### src/rtl/mavg_db_pkg.sv
// Package: constants, types and register codes for the moving-average deadband filter.
package mavg_db_pkg;

  localparam int AVERAGE_DEPTH = 16;
  localparam int IDX_W         = $clog2(AVERAGE_DEPTH);
  localparam int SUM_W         = 8 + $clog2(AVERAGE_DEPTH + 1);
  localparam int PROG_W        = 9;
  localparam int ADDR_W        = 4;
  localparam int DATA_W        = 32;

  localparam logic [7:0] FORCE_OFFSET  = 8'd100;
  localparam logic [7:0] FULL_SCALE    = 8'd255;
  localparam logic [7:0] WARMUP_RESET  = 8'd16;

  typedef enum logic [1:0] {
    REG_MIN_CHANGE   = 2'd0,
    REG_STICK_MARGIN = 2'd1,
    REG_WARMUP_COUNT = 2'd2,
    REG_NONE         = 2'd3
  } reg_index_t;

  typedef struct packed {
    logic [7:0] min_change;
    logic [7:0] stick_margin;
    logic [7:0] warmup_count;
  } cfg_t;

endpackage

### src/rtl/mavg_db_ram.sv
// Generic single-write, single-read RAM with registered read data.
module mavg_db_ram #(
  parameter int WIDTH = 8,
  parameter int DEPTH = 16
) (
  input  logic                     clk,
  input  logic                     wr_en,
  input  logic [$clog2(DEPTH)-1:0] wr_addr,
  input  logic [WIDTH-1:0]         wr_data,
  input  logic                     rd_en,
  input  logic [$clog2(DEPTH)-1:0] rd_addr,
  output logic [WIDTH-1:0]         rd_data
);

  logic [WIDTH-1:0] mem [DEPTH];

  always_ff @(posedge clk) begin
    if (wr_en) begin
      mem[wr_addr] <= wr_data;
    end
    if (rd_en) begin
      rd_data <= mem[rd_addr];
    end
  end

endmodule

### src/rtl/mavg_db_cfg.sv
// Configuration register file behind the APB-style port.
module mavg_db_cfg (
  input  logic                          clk,
  input  logic                          rst,
  input  logic                          psel,
  input  logic                          penable,
  input  logic                          pwrite,
  input  logic [mavg_db_pkg::ADDR_W-1:0] paddr,
  input  logic [mavg_db_pkg::DATA_W-1:0] pwdata,
  output logic [mavg_db_pkg::DATA_W-1:0] prdata,
  output logic                          pready,
  output mavg_db_pkg::cfg_t             cfg
);
  import mavg_db_pkg::*;

  reg_index_t index;
  logic       wr_en;

  assign index  = reg_index_t'(paddr[3:2]);
  assign wr_en  = psel && penable && pwrite;
  assign pready = 1'b1;

  always_ff @(posedge clk) begin
    if (rst) begin
      cfg.min_change   <= 8'd0;
      cfg.stick_margin <= 8'd0;
      cfg.warmup_count <= WARMUP_RESET;
    end else if (wr_en) begin
      case (index)
        REG_MIN_CHANGE:   cfg.min_change   <= pwdata[7:0];
        REG_STICK_MARGIN: cfg.stick_margin <= pwdata[7:0];
        REG_WARMUP_COUNT: cfg.warmup_count <= pwdata[7:0];
        default: ;
      endcase
    end
  end

  always_comb begin
    case (index)
      REG_MIN_CHANGE:   prdata = {{(DATA_W-8){1'b0}}, cfg.min_change};
      REG_STICK_MARGIN: prdata = {{(DATA_W-8){1'b0}}, cfg.stick_margin};
      REG_WARMUP_COUNT: prdata = {{(DATA_W-8){1'b0}}, cfg.warmup_count};
      default:          prdata = '0;
    endcase
  end

endmodule

### src/rtl/moving_average_deadband_filter.sv
// Top level: sample ring in RAM, running sum, deadband and end snapping.
// An accepted item is first registered in the ring stage; result_valid is set when that item advances.
// Throughput: one item per cycle, lower only while result_stall holds the ring stage;
// the RAM is read at accept and written back at the same slot when the item advances.
// Reset clears the sum, pointer, warm-up progress, held value and the per-entry valid bits
// of the ring (an unwritten entry reads as zero); no clearing pass is needed.
module moving_average_deadband_filter (
  input  logic                          clk,
  input  logic                          rst,
  input  logic                          psel,
  input  logic                          penable,
  input  logic                          pwrite,
  input  logic [mavg_db_pkg::ADDR_W-1:0] paddr,
  input  logic [mavg_db_pkg::DATA_W-1:0] pwdata,
  output logic [mavg_db_pkg::DATA_W-1:0] prdata,
  output logic                          pready,
  input  logic                          sample_valid,
  output logic                          sample_stall,
  input  logic [7:0]                    sample,
  output logic                          result_valid,
  input  logic                          result_stall,
  output logic [7:0]                    average,
  output logic [7:0]                    change_amount,
  output logic [7:0]                    held_value,
  output logic                          warming
);
  import mavg_db_pkg::*;

  cfg_t cfg;

  logic                     accept;
  logic                     advance;
  logic [IDX_W-1:0]         ptr;
  logic [IDX_W-1:0]         ptr_next;
  logic [AVERAGE_DEPTH-1:0] filled;
  logic                     p1_valid;
  logic [7:0]               p1_sample;
  logic [IDX_W-1:0]         p1_addr;
  logic                     p1_filled;
  logic [7:0]               rd_data;
  logic [SUM_W-1:0]         running_sum;
  logic [SUM_W-1:0]         sum_next;
  logic [PROG_W-1:0]        progress;
  logic [7:0]               last_held;
  logic [7:0]               held_next;
  logic [7:0]               old_sample;
  logic [7:0]               mean;
  logic [7:0]               base;
  logic [7:0]               diff;
  logic [7:0]               change;
  logic [7:0]               held_dead;
  logic [7:0]               held_low;
  logic                     is_warm;
  logic                     is_forced;
  logic                     upd;

  mavg_db_cfg u_cfg (
    .clk     (clk),
    .rst     (rst),
    .psel    (psel),
    .penable (penable),
    .pwrite  (pwrite),
    .paddr   (paddr),
    .pwdata  (pwdata),
    .prdata  (prdata),
    .pready  (pready),
    .cfg     (cfg)
  );

  mavg_db_ram #(
    .WIDTH (8),
    .DEPTH (AVERAGE_DEPTH)
  ) u_ring (
    .clk     (clk),
    .wr_en   (advance),
    .wr_addr (p1_addr),
    .wr_data (p1_sample),
    .rd_en   (accept),
    .rd_addr (ptr),
    .rd_data (rd_data)
  );

  assign advance      = p1_valid && (!result_valid || !result_stall);
  assign sample_stall = p1_valid && !advance;
  assign accept       = sample_valid && !sample_stall;
  assign ptr_next     = (ptr == IDX_W'(AVERAGE_DEPTH - 1)) ? '0 : ptr + 1'b1;

  always_comb begin
    old_sample = p1_filled ? rd_data : 8'd0;
    sum_next   = running_sum - SUM_W'(old_sample) + SUM_W'(p1_sample);
    mean       = 8'(sum_next / SUM_W'(AVERAGE_DEPTH));
    is_warm    = progress < PROG_W'(cfg.warmup_count);
    is_forced  = progress == PROG_W'(cfg.warmup_count);
    base       = is_forced ? mean - FORCE_OFFSET : last_held;
    diff       = (mean > base) ? mean - base : base - mean;
    upd        = diff > cfg.min_change;
    change     = upd ? diff : 8'd0;
    held_dead  = upd ? mean : base;
    held_low   = (held_dead < cfg.stick_margin) ? 8'd0 : held_dead;
    held_next  = (held_low > FULL_SCALE - cfg.stick_margin) ? FULL_SCALE : held_low;
  end

  always_ff @(posedge clk) begin
    if (rst) begin
      ptr          <= '0;
      filled       <= '0;
      p1_valid     <= 1'b0;
      running_sum  <= '0;
      progress     <= '0;
      last_held    <= 8'd0;
      result_valid <= 1'b0;
    end else begin
      if (accept) begin
        ptr <= ptr_next;
      end
      if (accept) begin
        p1_valid <= 1'b1;
      end else if (advance) begin
        p1_valid <= 1'b0;
      end
      if (advance) begin
        filled[p1_addr] <= 1'b1;
        running_sum     <= sum_next;
        result_valid    <= 1'b1;
        if (is_warm) begin
          progress  <= progress + 1'b1;
          last_held <= mean;
        end else begin
          if (is_forced) begin
            progress <= progress + 1'b1;
          end
          last_held <= held_next;
        end
      end else if (!result_stall) begin
        result_valid <= 1'b0;
      end
    end
  end

  always_ff @(posedge clk) begin
    if (accept) begin
      p1_sample <= sample;
      p1_addr   <= ptr;
      p1_filled <= filled[ptr];
    end
    if (advance) begin
      average       <= mean;
      change_amount <= is_warm ? 8'd0 : change;
      held_value    <= is_warm ? 8'd0 : held_next;
      warming       <= is_warm;
    end
  end

endmodule
### config.mk
export PLATFORM = sky130hd
export DESIGN_NAME = moving_average_deadband_filter
export DESIGN_NICKNAME = d
export VERILOG_FILES = /design/src/rtl/mavg_db_pkg.sv /design/src/rtl/mavg_db_ram.sv /design/src/rtl/mavg_db_cfg.sv /design/src/rtl/moving_average_deadband_filter.sv
export SDC_FILE = /design/constraint.sdc
export NUM_CORES = 1
export LEC_CHECK = 0
export BUFFER_PORTS_ARGS = -buffer_cell sky130_fd_sc_hd__buf_2
export CORE_AREA = 3 3 165 135
export DETAILED_ROUTE_END_ITERATION = 10
export DIE_AREA = 0 0 168 138
export GPL_TIMING_DRIVEN = 0
export HOLD_SLACK_MARGIN = 0.06
export PLACE_DENSITY = 0.8
export RECOVER_POWER = 25
export SLEW_MARGIN = 20
export SYNTH_ARGS = -nofsm -noshare
export SYNTH_HDL_FRONTEND = slang
export SYNTH_SLANG_ARGS = --single-unit
export TNS_END_PERCENT = 100
### constraint.sdc
create_clock -name clk -period 12.8 [get_ports clk]
set_input_delay 0.64 -clock clk [delete_from_list [all_inputs] [get_ports clk]]
set_output_delay 0.64 -clock clk [all_outputs]
set_load 0.1 [all_outputs]
# [Word level (Yosys, flattened, before mapping)]
# Memories as Yosys holds them, arrays and structs flattened. A register that Yosys moved wholly into a read port is not among the register bits.
# Cells that the tools add are included.
[totals] regBits=114 mem_bits_rw=128 inputBits=51 output_inout_bits=60 elab_cells=81 mem_count=1
[classes] addsub=8 magnitude_cmp=8 eq_ne=5 mux=21 bitwise_logic=2 n_reduce_logical=19
[mem_list] memory="u_ring.mem" words=16 word_bits=8 rd=1 rd_ports_with_merged_regs=1 write_ports=1 line_no="mavg_db_ram.sv:15" source="logic [WIDTH-1:0] mem [DEPTH];"
[ops] cell="8-bit two-way mux" count=7
[ops] cell="8-bit > comparator" count=3
[ops] cell="8-bit case mux with 3 select lines" count=1
[ops] cell="9-bit two-way mux" count=2
[ops] cell="16-bit OR" count=1
[ops] cell="8-bit subtractor" count=2
[ops] cell="13-bit by 8-bit adder with 13-bit output" count=1
[ops] cell="13-bit by 8-bit subtractor with 13-bit output" count=1
[ops] cell="4-bit by 5-bit less-than comparator with 1-bit output (second input constant)" count=2
[ops] cell="9-bit by 1-bit adder with 9-bit output (second input constant)" count=1
[ops] cell="9-bit by 8-bit == test with 1-bit output" count=1
[ops] cell="9-bit by 8-bit less-than comparator with 1-bit output" count=1
[ops] cell="8-bit less-than comparator" count=1
[ops] cell="1-bit two-way mux" count=8
[ops] cell="2-bit AND reduction" count=4
[ops] cell="8-bit by 7-bit subtractor with 8-bit output (second input constant)" count=1
[ops] cell="8-bit subtractor (first input constant)" count=1
[ops] cell="1-bit logical AND" count=6
[ops] cell="4-bit by 1-bit adder with 4-bit output (second input constant)" count=1
[ops] cell="1-bit binary-select mux with 4-bit select" count=1
[ops] cell="1-bit demux with 4-bit select" count=1
[ops] cell="4-bit == test (second input constant)" count=1
[ops] cell="4-bit by 1-bit greater-or-equal comparator with 1-bit output (second input constant)" count=1
[ops] cell="1-bit zero test" count=4
[ops] cell="other kinds (9)" count=10

# [Longest topological paths before layout]
[logic_depth] depth_word=14 ltp_mapped=46

# [By module]
# Synthesis repeated with hierarchy kept, for this count alone.
[hier_totals] hier_cells=1061 hier_area_um2=12762.2
[by_module_without_submodules] module="moving_average_deadband_filter" n_inst=1 cells_per_inst=685 area_each_um2=6153.4
[by_module_without_submodules] module="mavg_db_ram" n_inst=1 cells_per_inst=229 area_each_um2=5227.5
[by_module_without_submodules] module="mavg_db_cfg" n_inst=1 cells_per_inst=147 area_each_um2=1381.3

# [Worst setup path before layout]
# Ideal clock, no wire load.
[synth_timing] path_type="reg2reg" startpoint="reg p1_sample[1]" endpoint="reg last_held[0]" setup_time_ns=0.150 t_arrival_ns=9.304 required_ns=12.650 slack_ns=3.346 stages_incl_launch_ff=45 period_less_slack_ns=9.454 path_cell_list="edfxtp_1 -> inv_1 -> fa_1 -> inv_1 -> fa_1 -> a211oi_1 -> o21ai_0 -> xnor2_2 -> inv_1 -> o311ai_0 -> xnor2_1 -> a21oi_1 -> ha_1 -> nand3_1 -> nor2_1 -> nand3_1 -> mux2_2 -> and3_1 -> [9 not listed] -> a21oi_1 -> ha_1 -> a21o_1 -> a21oi_1 -> nand2_1 -> o31a_1 -> nand2_1 -> inv_1 -> ha_1 -> nor2b_1 -> o21a_1 -> o21ai_0 -> nand2b_1 -> a21oi_1 -> o21ai_0 -> o21ai_1 -> nor3b_1 -> a211oi_1"
[synth_between] elab_chain_len=12
[synth_lines] element="from (decl)" line_no="moving_average_deadband_filter.sv:37" source="logic [7:0] p1_sample;"
[synth_lines] element="from (signal assigned)" line_no="moving_average_deadband_filter.sv:142" source="p1_sample <= sample;"
[synth_lines] element="13-bit by 8-bit adder with 13-bit output (*)" line_no="moving_average_deadband_filter.sv:90" source="sum_next = running_sum - SUM_W'(old_sample) + SUM_W'(p1_sample);"
[synth_lines] element="net mean[2]" line_no="moving_average_deadband_filter.sv:47" source="logic [7:0] mean;"
[synth_lines] element="8-bit by 7-bit subtractor with 8-bit output" line_no="moving_average_deadband_filter.sv:94" source="base = is_forced ? mean - FORCE_OFFSET : last_held;"
[synth_lines] element="8-bit two-way mux" line_no="moving_average_deadband_filter.sv:94"
[synth_lines] element="8-bit subtractor or 8-bit > comparator (tied branches)" line_no="moving_average_deadband_filter.sv:95" source="diff = (mean > base) ? mean - base : base - mean;"
[synth_lines] element="8-bit two-way mux (*)" line_no="moving_average_deadband_filter.sv:95"
[synth_lines] element="net diff[3]" line_no="moving_average_deadband_filter.sv:49" source="logic [7:0] diff;"
[synth_lines] element="8-bit > comparator (*)" line_no="moving_average_deadband_filter.sv:96" source="upd = diff > cfg.min_change;"
[synth_lines] element="8-bit two-way mux (*)" line_no="moving_average_deadband_filter.sv:98" source="held_dead = upd ? mean : base;"
[synth_lines] element="8-bit less-than comparator" line_no="moving_average_deadband_filter.sv:99" source="held_low = (held_dead < cfg.stick_margin) ? 8'd0 : held_dead;"
[synth_lines] element="8-bit two-way mux (*)" line_no="moving_average_deadband_filter.sv:99"
[synth_lines] element="8-bit > comparator" line_no="moving_average_deadband_filter.sv:100" source="held_next = (held_low > FULL_SCALE - cfg.stick_margin) ? FULL_SCALE : held_low;"
[synth_lines] element="8-bit two-way mux (*)" line_no="moving_average_deadband_filter.sv:100"
[synth_lines] element="8-bit two-way mux (*)" line_no="moving_average_deadband_filter.sv:125" source="if (is_warm) begin"
[synth_lines] element="to (signal assigned)" line_no="moving_average_deadband_filter.sv:127" source="last_held <= mean;"
[synth_lines] element="to (signal assigned)" line_no="moving_average_deadband_filter.sv:132" source="last_held <= held_next;"
[synth_lines] element="to (decl)" line_no="moving_average_deadband_filter.sv:44" source="logic [7:0] last_held;"
# Mark *: on every way through the listed nets, which the timed path passes. The rest lies on a longest branch.
# A chain may end at the register's enable or synchronous reset.

# [Worst setup path after layout]
[layout_timing] startpoint="reg p1_sample[1]" endpoint="reg last_held[1]"
# The elaborated chain is that of the path after synthesis.

==> flow_summary.toml <==
[timing]
fin_crit_ns = 11.69
rsz0062_at_grt = "no"
period_share_pct = 91.3
setup_viol = 0
clock-skew-final_ns = 0.0247
fin_tns_setup_ns = 0
fmax_mhz = 85.5
maxSlewHeadroom_pct = 23.2
finalHoldViolCount = 0
worst_hold_slack_ns = 0.270
tightestPinTransition_ns = 1.14
drv_slew = 0

[grt]
grt_usage_pct = 24.2
gr-total-overflow = 0
grt_pass1_wl_mm = 44.8
antenna_found_initial = 1
grt_max_degree = 26
grt_pass1_vias = 8192

[placement]
gp_congestion = 0.896
dp_hpwl_mm = 20.6
port_buffers = 58

[yosys]
yosys_warnings = 0
ys_ff_latch = 249
synth_top_family_by_area = "multiplexers"
synth_cells = 1022
synthAdderAreaFrac_pct = 7.66
synth_seq_area_share_pct = 54.2
yosys.area_share.simple_pct = 10.7
synthMuxAreaShare_pct = 11.4
yosys.area.top_type_share_pct = 42.1
synth_edf_count = 174
synth_cell_type_count = 73
yosysTopAreaCell = "edfxtp_1"
avgSynthCellArea_sq_um = 12.1
netlist_top_cells_count = "174 x edfxtp_1, 105 x nor2_1, 88 x inv_1, 75 x dfxtp_1, 67 x a21oi_1"
synth_most_common_cell = "edfxtp_1"
ys.flop_type = "edfxtp_1"
syn_area_sq_mm = 0.0124
synthTopCellsByArea = "edfxtp_1 42%, dfxtp_1 12%, mux4_2 8.2%"
synth-xor-area-share_pct = 1.54
synthArstFlopShare_pct = 0
synth-compound-area-share_pct = 9.08

[power_and_ir_drop]
total_power_mw = 3.41
peakVddDrop_mv = 0.185
p_seq_share_pct = 27.0
p_int_mw = 1.91
power.density_mw_per_mm2 = 245
power_frac_clock_pct = 19.7
swShare_pct = 43.9
leakagePower_nw = 5.34
pwr-share-comb_pct = 53.4
p_switching_mw = 1.50

[floorplanning]
coreArea_sq_mm = 0.0206
chipWidth_microns = 168
start_util_pct = 60.1
fp-row-count = 47
die_h_microns = 138
die-area_sq_mm = 0.0232
ioPinCount = 111

[setup_path]
crit_path_max_incr_delay_ns = 0.75
path_delay_family = "compound AO/OA/AOI/OAI gates"
crit_buf_inv = 5
cpMaxStageDelayCell = "edfxtp_1"
critPathKind = "flip-flop to flip-flop"
worstSetupStartpointType = "flip-flop"
end_kind = "flip-flop"
critPathMaxFanout = 17
cp.arrival_ns = 12.07
cpMostUsedCell = "a21oi_1"
crit_required_ns = 13.18

[routing]
drt_first_pass_iters = 6
via_per_inst = 5.95
remaining_drc_errors = 0
num_vias = 8446
drtIter0Drc = 857
antenna_left = 0
wirelength_mm = 28.2
routedWlPerCell_microns = 19.9

[cts]
clock_latency_ns = 0.54
numCtsBuffers = 25
root_buffer = "clkbuf_16"
h-tree-depth = 1
clkTransAtPathRegs_ns = 0.06
postCtsSetupBuffers = 0
cts_sinks = 249
cts_tree = "done"
holdBufCountCts = 0
clockBufferDepth = 3
cts_resized = 0

[layout]
drive_gt1_share_pct = 17.3
syn2layout_area_growth_pct = 12.5
finalNetCount = 1253
num_antenna_cells = 0

[worst_hold_path]
min_path_type = "input port to flip-flop"

[status]
status = "completed"

[job]
maxCapViolations = 0
cells in the final DEF (no fill, tap or decap), drive strengths merged, types with 3 or more instances in the layout:
cell    count
a211oi     14
and4b       3
dfxtp      75
and3        6
nor3b       6
nand3      22
a21o        7
inv        90
ha         60
nor2b       9
nand4b      3
nand4      10
a21oi      67
a211o       3
or2         5
and2       17
mux4       45
xor2        9
clkinv     11
mux2i      39
conb       25
o211ai      8
a31oi       5
nor3       13
nand2b      9
or3         6
o21a        4
nand2      55
clkbuf     58
fa         10
nor2      105
edfxtp    174
xnor2      12
buf        93
o21ai      39
per-stage QoR:
step	instances	setup WS (ns)	cell area (sq um)	util [%]
finish	1420	1.11	14000	67.6
global route	1420	0.229	14000	67.6
CTS	1420	1.08	13900	67.6
detailed placement	1374	1.14	13200	64.0
global placement	1372	1.55	13100	63.6
floorplan	1045	3.35	12500	-
layout make-up:
type,instances,area (sq um)
Clock inverter,14,96.3
Inverter,89,334
Multi-Input combinational cell,648,5150
Sequential cell,249,6730
Buffer,59,324
Timing Repair Buffer,60,338
Fill cell,1459,6690
Tap cell,269,337
Clock buffer,32,652
routing by layer:
layer | track usage (%) | up-vias | share of wire [%]
met3 | 5.19 | 66 | 9.2
met1 | 35.6 | 4073 | 42
met4 | 6.03 | 2 | 2.6
li1 | - | 3895 | -
met5 | 0 | - | 0.043
met2 | 37.3 | 410 | 46
kinds of logic (layout without fill, tap and decap cells):
logic type	count (synthesis)	after routing
AND/OR/NAND/NOR	274	274
flip-flops	249	249
AO/OA/AOI/OAI	173	173
buffers and inverters	148	254
multiplexers	85	85
adder cells (fa/ha/maj)	70	70
XOR/XNOR	21	21
other	2	25
sequential cells by signal, summed over array words and instances, names as in the netlist, 4 cells and up:
register        flops
u_ring.rd_data      8
ptr                 4
u_ring.mem        128
last_held           8
filled             16
held_value          8
u_cfg.cfg          24
progress            9
change_amount       8
running_sum        12
p1_addr             4
average             8
p1_sample           8
power by group through the flow:
| stage | sequential [mW] | clock [mW] | combinational [mW] |
|---|---|---|---|
| 3_3_place_gp | 0.935 | 0 | 1.68 |
| 4_1_cts | 0.920 | 0.679 | 1.78 |
| 3_5_place_dp | 0.937 | 0 | 1.76 |
| 6_report | 0.921 | 0.671 | 1.82 |
| 2_1_floorplan | 0.997 | 0 | 1.27 |
| 5_1_grt | 0.925 | 0.712 | 2.00 |
path summary, 6_finish.rpt:
| kind | startpoint | endpoint | slack (ns) | depth (start not counted) |
|---|---|---|---|---|
| max | p1_sample[1]$_DFFE_PP_ | last_held[1]$_SDFFE_PP0P_ | 1.11 | 43 |
| min | sample[7] | p1_sample[7]$_DFFE_PP_ | 0.27 | 1 |
| max reg2reg | p1_sample[1]$_DFFE_PP_ | last_held[1]$_SDFFE_PP0P_ | 1.11 | 43 |
| min reg2reg | running_sum[3]$_SDFFE_PP0P_ | running_sum[3]$_SDFFE_PP0P_ | 0.46 | 2 |
(Power assumes the default switching activity.)
